===== src/rtl/qdc_pkg.sv =====
package qdc_pkg;

   localparam int CSR_INDEX_WIDTH = 2;

   localparam logic [CSR_INDEX_WIDTH-1:0] REG_MAX_COUNT  = 2'd0;
   localparam logic [CSR_INDEX_WIDTH-1:0] REG_MIN_COUNT  = 2'd1;
   localparam logic [CSR_INDEX_WIDTH-1:0] REG_LOCKOUT_US = 2'd2;

   localparam logic CMD_PIN_SAMPLE = 1'b0;
   localparam logic CMD_BUTTON     = 1'b1;

   typedef logic [1:0] phase_type;

   localparam phase_type PHASE_00 = 2'b00;
   localparam phase_type PHASE_01 = 2'b01;
   localparam phase_type PHASE_10 = 2'b10;
   localparam phase_type PHASE_11 = 2'b11;

   localparam longint MAX_COUNT_RESET  = 10000000;
   localparam longint MIN_COUNT_RESET  = 1;
   localparam longint LOCKOUT_RESET    = 100000;
   localparam longint COUNT_RESET      = 1;
   localparam phase_type PHASE_RESET   = PHASE_11;

   // encoder sample fields held in the input register
   typedef struct packed {
      logic      autoset;
      phase_type phase;
   } pin_sample_type;

endpackage


===== src/rtl/qdc_decoder.sv =====
module qdc_decoder #(
   parameter int COUNT_WIDTH = 24
) (
   input  logic                   clock,
   input  logic                   reset,
   input  logic                   step_en,
   input  qdc_pkg::phase_type     phase,
   input  logic [COUNT_WIDTH-1:0] max_count,
   input  logic [COUNT_WIDTH-1:0] min_count,
   output logic [COUNT_WIDTH-1:0] count_next,
   output logic                   stepped
);
   import qdc_pkg::*;

   phase_type              phase_ff, phase_in;
   logic                   armed_ff, armed_in;
   logic [COUNT_WIDTH-1:0] count_ff, count_in;
   logic [COUNT_WIDTH:0]   up_sum;
   logic [COUNT_WIDTH:0]   down_floor;

   assign up_sum     = {1'b0, count_ff} + (COUNT_WIDTH+1)'(1);
   assign down_floor = {1'b0, min_count} + (COUNT_WIDTH+1)'(1);

   always_comb begin
      phase_in = phase_ff;
      armed_in = armed_ff;
      count_in = count_ff;
      stepped  = 1'b0;
      if (step_en && (phase != phase_ff)) begin
         phase_in = phase;
         armed_in = 1'b0;
         if ((phase == PHASE_11) && (phase_ff == PHASE_10) && armed_ff) begin
            stepped = 1'b1;
            if (up_sum >= {1'b0, max_count}) begin
               count_in = max_count;
            end else begin
               count_in = up_sum[COUNT_WIDTH-1:0];
            end
         end else if ((phase == PHASE_11) && (phase_ff == PHASE_01) && armed_ff) begin
            stepped = 1'b1;
            if ({1'b0, count_ff} <= down_floor) begin
               count_in = min_count;
            end else begin
               count_in = count_ff - COUNT_WIDTH'(1);
            end
         end else if (((phase == PHASE_10) || (phase == PHASE_01)) &&
                      (phase_ff == PHASE_00) && !armed_ff) begin
            armed_in = 1'b1;
         end
      end
   end

   assign count_next = count_in;

   always_ff @(posedge clock) begin
      if (reset) begin
         phase_ff <= PHASE_RESET;
         armed_ff <= 1'b0;
         count_ff <= COUNT_WIDTH'(COUNT_RESET);
      end else begin
         phase_ff <= phase_in;
         armed_ff <= armed_in;
         count_ff <= count_in;
      end
   end

endmodule


===== src/rtl/qdc_lockout.sv =====
module qdc_lockout #(
   parameter int TIME_WIDTH = 32
) (
   input  logic                  clock,
   input  logic                  reset,
   input  logic                  event_en,
   input  logic [TIME_WIDTH-1:0] now_us,
   input  logic [TIME_WIDTH-1:0] lockout_us,
   output logic                  confirm
);
   import qdc_pkg::*;

   logic [TIME_WIDTH-1:0] last_ff, last_in;
   logic [TIME_WIDTH-1:0] gap;

   // gap only meaningful when now_us is past the last confirmation
   assign gap     = now_us - last_ff;
   assign confirm = event_en && (now_us > last_ff) && (gap > lockout_us);
   assign last_in = confirm ? now_us : last_ff;

   always_ff @(posedge clock) begin
      if (reset) begin
         last_ff <= '0;
      end else begin
         last_ff <= last_in;
      end
   end

endmodule


===== src/rtl/quadrature_detent_counter.sv =====
// Rotary encoder detent counter. Send encoder pin samples (req_tuser = 0) and
// button events (req_tuser = 1) as req beats; every beat gives exactly one rsp
// beat with the count after that item and the set strobe. One beat is taken per
// clock while no stalled result blocks it: the beat is held in an input
// register, then the decoder and the lockout compare run in one pass into the
// result register, and a stalled result holds the input side only once the
// input register is also full. csr_index 0 writes max_count, 1 min_count,
// 2 lockout_us; write only while no beat is in flight.
module quadrature_detent_counter #(
   parameter int COUNT_WIDTH = 24,
   parameter int TIME_WIDTH  = 32
) (
   input  logic clock,
   input  logic reset,
   input  logic req_tvalid,
   output logic req_tready,
   // enc_a, enc_b, autoset, now_us
   input  logic [((TIME_WIDTH+3+7)/8)*8-1:0] req_tdata,
   // cmd
   input  logic req_tuser,
   output logic rsp_tvalid,
   input  logic rsp_tready,
   // count
   output logic [((COUNT_WIDTH+7)/8)*8-1:0] rsp_tdata,
   // set_strobe
   output logic rsp_tuser,
   input  logic csr_we,
   input  logic [qdc_pkg::CSR_INDEX_WIDTH-1:0] csr_index,
   input  logic [((COUNT_WIDTH > TIME_WIDTH) ? COUNT_WIDTH : TIME_WIDTH)-1:0] csr_wdata
);
   import qdc_pkg::*;

   localparam int RSP_DATA_WIDTH = ((COUNT_WIDTH+7)/8)*8;

   logic [COUNT_WIDTH-1:0] max_count_ff;
   logic [COUNT_WIDTH-1:0] min_count_ff;
   logic [TIME_WIDTH-1:0]  lockout_ff;

   logic                   in_valid_ff;
   logic                   in_cmd_ff;
   pin_sample_type         in_pins_ff;
   logic [TIME_WIDTH-1:0]  in_now_ff;

   logic                   rsp_valid_ff;
   logic [COUNT_WIDTH-1:0] rsp_count_ff, rsp_count_in;
   logic                   rsp_strobe_ff, rsp_strobe_in;

   logic                   advance;
   logic                   stepped;
   logic                   confirm;

   assign advance    = in_valid_ff && (!rsp_valid_ff || rsp_tready);
   assign req_tready = !in_valid_ff || advance;

   always_ff @(posedge clock) begin
      if (reset) begin
         max_count_ff <= COUNT_WIDTH'(MAX_COUNT_RESET);
         min_count_ff <= COUNT_WIDTH'(MIN_COUNT_RESET);
         lockout_ff   <= TIME_WIDTH'(LOCKOUT_RESET);
      end else if (csr_we) begin
         case (csr_index)
            REG_MAX_COUNT:  max_count_ff <= csr_wdata[COUNT_WIDTH-1:0];
            REG_MIN_COUNT:  min_count_ff <= csr_wdata[COUNT_WIDTH-1:0];
            REG_LOCKOUT_US: lockout_ff   <= csr_wdata[TIME_WIDTH-1:0];
            default: begin
            end
         endcase
      end
   end

   always_ff @(posedge clock) begin
      if (reset) begin
         in_valid_ff <= 1'b0;
      end else if (req_tready) begin
         in_valid_ff <= req_tvalid;
      end
   end

   always_ff @(posedge clock) begin
      if (req_tready && req_tvalid) begin
         in_cmd_ff          <= req_tuser;
         in_pins_ff.phase   <= {req_tdata[0], req_tdata[1]};
         in_pins_ff.autoset <= req_tdata[2];
         in_now_ff          <= req_tdata[TIME_WIDTH+2:3];
      end
   end

   qdc_decoder #(
      .COUNT_WIDTH (COUNT_WIDTH)
   ) u_decoder (
      .clock      (clock),
      .reset      (reset),
      .step_en    (advance && (in_cmd_ff == CMD_PIN_SAMPLE)),
      .phase      (in_pins_ff.phase),
      .max_count  (max_count_ff),
      .min_count  (min_count_ff),
      .count_next (rsp_count_in),
      .stepped    (stepped)
   );

   qdc_lockout #(
      .TIME_WIDTH (TIME_WIDTH)
   ) u_lockout (
      .clock      (clock),
      .reset      (reset),
      .event_en   (advance && (in_cmd_ff == CMD_BUTTON)),
      .now_us     (in_now_ff),
      .lockout_us (lockout_ff),
      .confirm    (confirm)
   );

   assign rsp_strobe_in = (in_cmd_ff == CMD_BUTTON) ? confirm
                                                    : (stepped && in_pins_ff.autoset);

   always_ff @(posedge clock) begin
      if (reset) begin
         rsp_valid_ff <= 1'b0;
      end else if (advance) begin
         rsp_valid_ff <= 1'b1;
      end else if (rsp_tready) begin
         rsp_valid_ff <= 1'b0;
      end
   end

   always_ff @(posedge clock) begin
      if (advance) begin
         rsp_count_ff  <= rsp_count_in;
         rsp_strobe_ff <= rsp_strobe_in;
      end
   end

   assign rsp_tvalid = rsp_valid_ff;
   assign rsp_tdata  = RSP_DATA_WIDTH'(rsp_count_ff);
   assign rsp_tuser  = rsp_strobe_ff;

endmodule


===== config.mk =====
export PLATFORM = sky130hd
export DESIGN_NAME = quadrature_detent_counter
export DESIGN_NICKNAME = d
export VERILOG_FILES = /design/src/rtl/qdc_pkg.sv /design/src/rtl/qdc_decoder.sv /design/src/rtl/qdc_lockout.sv /design/src/rtl/quadrature_detent_counter.sv
export SDC_FILE = /design/constraint.sdc
export NUM_CORES = 1
export LEC_CHECK = 0
export ABC_CLOCK_PERIOD_IN_PS = 7800
export BUFFER_PORTS_ARGS = -buffer_cell sky130_fd_sc_hd__buf_2
export CAP_MARGIN = 10
export CORE_MARGIN = 2
export CORE_UTILIZATION = 35
export DETAILED_ROUTE_END_ITERATION = 8
export HOLD_SLACK_MARGIN = 0.12
export SETUP_SLACK_MARGIN = 0.3
export SLEW_MARGIN = 20
export SYNTH_ARGS = -nofsm -noshare
export SYNTH_HDL_FRONTEND = slang
export SYNTH_HIERARCHICAL = 1
export SYNTH_SLANG_ARGS = --single-unit

===== constraint.sdc =====
create_clock -name clock -period 7.8 [get_ports clock]
set_clock_uncertainty 0.2 [all_clocks]
set_input_delay 0.78 -clock clock [delete_from_list [all_inputs] [get_ports clock]]
set_output_delay 0.78 -clock clock [all_outputs]
set_load 0.01 [all_outputs]

Word level (Yosys, flattened, before mapping)
Cells that the tools add are included.
Storage, ports and cells
  bits of input ports: 80
  output and inout bits: 27
  word-level logic and storage cells: 72
  bits in registers: 202
Cells by class
  reductions and logical operators: 26
  bitwise operators: 1
  order comparisons: 4
  add/subtract/negate cells: 4
  multiplexer cells: 14
  eq/ne operators: 8
Operator list (number)
  $mux 24: 5
  $gt 32x32->1: 2
  $add 24x1->25 const B: 2
  $sub 32x32->32: 1
  $ge 25x24->1: 1
  $le 24x25->1: 1
  $sub 24x1->24 const B: 1
  $logic_and 1x1->1: 14
  $mux 1: 9
  $eq 2x2->1 const B: 4
  $eq 2x1->1 const B: 3
  $reduce_and 2->1: 3
  $logic_not 2->1: 2
  $logic_not 1->1: 3
  $logic_or 1x1->1: 3
  $ne 2x2->1: 1
  $reduce_bool 2->1: 1
  $not 1->1: 1

Longest topological paths before layout
  word-level depth: 8
  gate-level depth with buffers: 21
  mapped depth without buffers: 20

Modules after synthesis
The synthesis kept the hierarchy.
Modules (own cells, without submodules)
  quadrature_detent_counter: seq. area each 3473.3 um^2, instances 1, area each 5226.3 um^2, cells each 388
  qdc_decoder: seq. area each 540.5 um^2, instances 1, area each 4374.2 um^2, cells each 604
  qdc_lockout: seq. area each 640.6 um^2, instances 1, area each 3862.5 um^2, cells each 500

Worst setup path after synthesis
OpenSTA, ideal clock, no wires.
  path kind: register -> register
  start point: register in_now_ff[0]
  end point: register u_lockout.last_ff[11]
  arrival: 4.094 ns
  path slack: 3.378 ns
  library setup time: 0.128 ns
  data required time: 7.472 ns
  clock period less this slack: 4.422 ns
  stages on the path, launching flop included: 22
  buffers on the path: 1
  cell sequence: edfxtp_1 inv_1 ha_1 fa_1 nand2b_1 a21oi_1 a211oi_2 a41oi_1 a21oi_1 o31ai_1 or4_1 nand3_1 ha_1 nand4_1 nor3_1 nand2_1 o211ai_1 a31oi_1 a211oi_4 buf_8 mux2i_1 nor2_1
Between the ends
  cells in the longest elaborated chain, start to end: 3
  elaborated cells between the ends (all ways): 5
  classes of those cells: add/sub: 1; order compare: 2; reduce/logical: 2
Ends and longest elaborated chain
  from (decl): line quadrature_detent_counter.sv:42  | logic [TIME_WIDTH-1:0] in_now_ff;
  from (signal assigned): line quadrature_detent_counter.sv:84  | in_now_ff <= req_tdata[TIME_WIDTH+2:3];
  $sub 32x32->32 / $gt 32x32->1 (equally long branches): line qdc_lockout.sv:17, qdc_lockout.sv:18
  $gt 32x32->1 / $logic_and 1x1->1 (equally long branches): line qdc_lockout.sv:18  | assign confirm = event_en && (now_us > last_ff) && (gap > lockout_us);
  $logic_and 1x1->1 (*): line qdc_lockout.sv:18
  to (signal assigned): line qdc_lockout.sv:25  | last_ff <= last_in;
  to (decl): line qdc_lockout.sv:13  | logic [TIME_WIDTH-1:0] last_ff, last_in;
Every way passes the cells marked *; elsewhere a longest branch is shown, timed or not.
A chain may end at the register's enable or synchronous reset.

Worst setup path in the final report
  start point: register in_now_ff[0]
  end point: register u_lockout.last_ff[0]
Between the ends
  cells in the longest elaborated chain, start to end: 3
  elaborated cells between the ends (all ways): 5
  classes of those cells: add/sub: 1; order compare: 2; reduce/logical: 2
Ends and longest elaborated chain
  $sub 32x32->32 / $gt 32x32->1 (equally long branches): line qdc_lockout.sv:17, qdc_lockout.sv:18
  $gt 32x32->1 / $logic_and 1x1->1 (equally long branches): line qdc_lockout.sv:18
  $logic_and 1x1->1 (*): line qdc_lockout.sv:18
  net confirm: line quadrature_detent_counter.sv:50  | logic confirm;
The timed path passes the listed nets; every way through them passes the cells marked *.

==> impl_results.html <==
<table>
<tr><th>Metric</th><th>Value</th></tr>
<tr><th colspan="2">Status</th></tr>
<tr><td>Run status</td><td>finished, final reports clean</td></tr>
<tr><th colspan="2">Worst hold path</th></tr>
<tr><td>Cell depth of the worst hold path</td><td>1</td></tr>
<tr><td>Start point of the worst hold path</td><td>req_tdata[19]</td></tr>
<tr><td>Worst min-delay path category</td><td>in2reg</td></tr>
<tr><td>Worst Hold Path EP</td><td>in_now_ff[16]</td></tr>
<tr><th colspan="2">CTS</th></tr>
<tr><td>CTS Sinks</td><td>202</td></tr>
<tr><td>CTS tree</td><td>done</td></tr>
<tr><td>Number of buffers on the longest clock path</td><td>3</td></tr>
<tr><td>Clock-pin transition on the worst setup and hold timing paths</td><td>0.06 ns</td></tr>
<tr><td>Clock buffers created by TritonCTS</td><td>23</td></tr>
<tr><td>Number of H-tree branching levels</td><td>1</td></tr>
<tr><td>Hold-fix buffer count after cts</td><td>0</td></tr>
<tr><td>CTS-repair resized insts</td><td>0</td></tr>
<tr><td>Post-CTS setup repair buffer count</td><td>0</td></tr>
<tr><td>CTS root buf</td><td>clkbuf_16</td></tr>
<tr><td>Clock latency on the worst-skew pair</td><td>0.53 ns</td></tr>
<tr><th colspan="2">Worst setup path</th></tr>
<tr><td>Worst endpoint required time</td><td>7.97 ns</td></tr>
<tr><td>CP Class</td><td>reg2reg</td></tr>
<tr><td>Cell type group with the largest total delay on the critical path</td><td>compound AO/OA/AOI/OAI gates</td></tr>
<tr><td>Maximum fanout along the worst path</td><td>33</td></tr>
<tr><td>Crit path max-delay cell type</td><td>o31ai_1</td></tr>
<tr><td>Delay of the slowest critical-path stage</td><td>0.53 ns</td></tr>
<tr><td>Data arrival time of the critical path</td><td>5.62 ns</td></tr>
<tr><td>Number of buffers and inverters on the critical path</td><td>2</td></tr>
<tr><td>FF-to-FF setup slack</td><td>2.35 ns</td></tr>
<tr><td>Startpoint Class</td><td>register</td></tr>
<tr><td>Worst-path cell chain</td><td>inv_1 -&gt; ha_1 -&gt; fa_1 -&gt; nand2b_1 -&gt; a21oi_1 -&gt; a211oi_2 -&gt; a41oi_1 -&gt; a21oi_1 -&gt; o31ai_1 -&gt; or4_1 -&gt; nand3_1 -&gt; ha_1 -&gt; nand4_1 -&gt; nor3_1 -&gt; nand2_1 -&gt; o211ai_1 -&gt; a31oi_1 -&gt; a211oi_4 -&gt; buf_4 -&gt; mux2i_1 -&gt; nor2_1</td></tr>
<tr><td>Number of cell instances on the worst register-to-register path</td><td>21</td></tr>
<tr><td>Endpoint of the most critical register-to-register path</td><td>u_lockout/last_ff[0]</td></tr>
<tr><td>Critical R2R Launch</td><td>in_now_ff[0]</td></tr>
<tr><td>Critical path endpoint category</td><td>register</td></tr>
<tr><th colspan="2">Power and ir drop</th></tr>
<tr><td>VDD IR-drop max</td><td>0.1792 mV</td></tr>
<tr><td>Leak</td><td>5.989 nW</td></tr>
<tr><td>Power density over cell area</td><td>172.7 nW/um^2</td></tr>
<tr><th colspan="2">Routing</th></tr>
<tr><td>Vias/cell</td><td>5.031</td></tr>
<tr><td>Number of remaining DRC errors</td><td>0</td></tr>
<tr><td>Aggregate routed wire length</td><td>32,250 um</td></tr>
<tr><td>Number of nets still failing antenna checks after routing</td><td>0</td></tr>
<tr><td>Wire length per cell after detailed routing</td><td>15.55 um</td></tr>
<tr><td>Drt first pass iters</td><td>5</td></tr>
<tr><td>Initial detailed-routing violation count</td><td>698</td></tr>
<tr><td>Vias after detailed routing</td><td>10,430</td></tr>
<tr><th colspan="2">Global routing</th></tr>
<tr><td>Total GRT Usage</td><td>15.98%</td></tr>
<tr><td>Met2 capacity usage during global routing</td><td>27.03%</td></tr>
<tr><td>Number of global-route vias before repair</td><td>10,240</td></tr>
<tr><td>Pin count of the biggest net entering global routing</td><td>117</td></tr>
<tr><td>Total overflow reported by the global router</td><td>0</td></tr>
<tr><td>Global-route wire length before repair</td><td>53,090 um</td></tr>
<tr><td>Grt met3 use</td><td>2.131%</td></tr>
<tr><td>Number of antenna violations at the first check in global routing</td><td>2</td></tr>
<tr><td>M1 GR Usage</td><td>21.25%</td></tr>
<tr><td>Most congested layer reported by global routing</td><td>met2</td></tr>
<tr><th colspan="2">Placed design</th></tr>
<tr><td>Port buffer count</td><td>101</td></tr>
<tr><td>Gp weighted congestion</td><td>0.8858</td></tr>
<tr><td>Instance area after placement</td><td>14,240 sq um</td></tr>
<tr><td>Estimated wirelength of the detail-placed design</td><td>24,960 um</td></tr>
<tr><th colspan="2">Timing</th></tr>
<tr><td>Accumulated negative setup slack</td><td>0 ns</td></tr>
<tr><td>Worst Max-Slew Pin Slew</td><td>0.9853 ns</td></tr>
<tr><td>Final hold violation count</td><td>0</td></tr>
<tr><td>Fraction of the cycle the final worst path needs</td><td>69.89%</td></tr>
<tr><td>Remaining max-slew budget at the tightest pin</td><td>34.31%</td></tr>
<tr><td>Number of pins with negative max-slew slack in the final report</td><td>0</td></tr>
<tr><td>RSZ-0062 raised after global routing</td><td>false</td></tr>
<tr><td>Final setup violation count</td><td>0</td></tr>
<tr><td>Upper clock frequency limit</td><td>0.1834 GHz</td></tr>
<tr><td>Minimum period implied by the final worst setup slack</td><td>5.451 ns</td></tr>
<tr><th colspan="2">Cells and area</th></tr>
<tr><td>Share of post-route cells with drive strength above 1</td><td>11.52%</td></tr>
<tr><td>Final Util</td><td>39.76%</td></tr>
<tr><td>Post-synthesis to final-layout area growth</td><td>11.51%</td></tr>
<tr><td>Final Net Count</td><td>1,743</td></tr>
<tr><td>Finished Cell Area</td><td>15,010 sq um</td></tr>
<tr><th colspan="2">Flow run</th></tr>
<tr><td>Number of max-cap violations</td><td>0</td></tr>
<tr><th colspan="2">Yosys</th></tr>
<tr><td>Number of distinct standard cells referenced by the synthesized netlist</td><td>81</td></tr>
<tr><td>Warnings from Yosys</td><td>6</td></tr>
<tr><td>Dominant cell by count in the synthesized netlist</td><td>dfxtp_1</td></tr>
<tr><td>Main area contributors after synthesis</td><td>dfxtp_1, edfxtp_1, ha_1</td></tr>
<tr><td>Predominant post-synthesis flop cell</td><td>dfxtp_1</td></tr>
<tr><td>Number of enable flip-flop cells after synthesis</td><td>61</td></tr>
<tr><td>Synthesized net count</td><td>1,689</td></tr>
<tr><td>Synthesized flop and latch total</td><td>202</td></tr>
<tr><td>Most common library cells after synthesis</td><td>dfxtp_1, mux2i_1, nor2_1</td></tr>
<tr><td>Area share of the leading cell type in the synthesized netlist</td><td>20.97%</td></tr>
<tr><td>Async S/R FF share, synth</td><td>0%</td></tr>
<tr><td>Syn avg cell area</td><td>9.023 sq um</td></tr>
<tr><td>Post-Synthesis Cell Area</td><td>13,460 sq um</td></tr>
<tr><td>Synth area leader</td><td>dfxtp_1</td></tr>
<tr><td>Gate Count Post-Synth</td><td>1,492</td></tr>
<tr><td>Share of synthesized area occupied by flip-flops and latches</td><td>34.57%</td></tr>
<tr><th colspan="2">Floorplan</th></tr>
<tr><td>Floorplan die area</td><td>40,050 sq um</td></tr>
<tr><td>I/O pin total</td><td>107</td></tr>
<tr><td>Die height</td><td>200.1 um</td></tr>
<tr><td>Area inside the core boundary</td><td>37,760 sq um</td></tr>
<tr><td>Initial standard-cell utilization of the core</td><td>35.66%</td></tr>
<tr><td>Die width</td><td>200.1 um</td></tr>
<tr><td>Floorplan row count</td><td>71</td></tr>
</table>
[layout by cell type (no fill, tap or decap), drive strengths merged, types with 11 or more instances in the layout]
cell / instances
a21o: 12
a21oi: 81
a22o: 15
and3: 15
buf: 112
clkbuf: 32
dfxtp: 141
edfxtp: 61
ha: 116
inv: 107
mux2i: 131
nand2: 97
nand2b: 107
nand3: 44
nand4: 26
nor2: 122
nor3: 25
nor4: 13
o21ai: 57
o22a: 11
xnor2: 46
xor2: 44
[report_power, final]
part / leakage, nW / switching (mW) / internal (mW) / total, mW
logic: 3.88 / 0.226 / 0.170 / 0.396
clock network: 0.375 / 0.430 / 0.619 / 1.05
registers: 1.74 / 0.0272 / 1.12 / 1.15
total: 5.99 / 0.683 / 1.91 / 2.59
[area by class of cell]
class	count	area (sq um)
Clock buffer	32	693.2
Sequential cell	202	4654
Antenna cell	1	2.502
Clock inverter	9	46.29
Inverter	106	397.9
Timing Repair Buffer	112	598.1
Multi-Input combinational cell	1101	7980
Fill cell	3765	22740
Tap cell	511	639.4
[through the flow]
stage	std cells	hold WS [ns]	power (mW)	worst slack, ns
global route	2073	0.2038	2.733	1.861
CTS	2071	0.1946	2.636	2.166
floorplan	1492	0.2483	1.463	3.378
finish	2074	0.2251	2.593	2.349
detailed placement	2030	0.2625	1.569	2.177
global placement	2030	0.2611	1.560	2.176
[layer usage]
layer | vias up | routed length, um
met2 | 222 | 14960
met5 | - | 0
li1 | 5357 | -
met4 | 0 | 778
met3 | 50 | 1578
met1 | 4805 | 14940
[sequential cells by signal (all words and copies together), names as in the netlist, 2 cells and up]
register            count
min_count_ff           24
u_decoder/phase_ff      2
u_lockout/last_ff      32
lockout_ff             32
rsp_tdata              24
in_now_ff              32
u_decoder/count_ff     24
in_pins_ff              3
max_count_ff           24
[logic make-up (layout without fill, tap and decap cells)]
| logic type | count (synthesis) | in the layout | share of synthesized area [%] |
|---|---|---|---|
| other | 0 | 1 | 0 |
| AO/OA/AOI/OAI | 263 | 263 | 12.79 |
| flip-flops | 202 | 202 | 34.57 |
| adder cells (fa/ha/maj) | 117 | 117 | 10.93 |
| multiplexers | 132 | 132 | 9.823 |
| AND/OR/NAND/NOR | 499 | 499 | 19.72 |
| XOR/XNOR | 90 | 90 | 5.855 |
| buffers and inverters | 189 | 259 | 6.310 |
[worst max-delay path by stage]
stage                                  to  cells after the start                  start
finish               u_lockout/last_ff[0]                     21           in_now_ff[0]
global route         u_lockout/last_ff[0]                     21           in_now_ff[0]
CTS                          rsp_tdata[3]                     16  u_decoder/count_ff[3]
detailed placement           rsp_tdata[3]                     16  u_decoder/count_ff[3]
global placement             rsp_tdata[3]                     16  u_decoder/count_ff[3]
floorplan           u_lockout/last_ff[11]                     21           in_now_ff[0]
(Power assumes the default switching activity.)
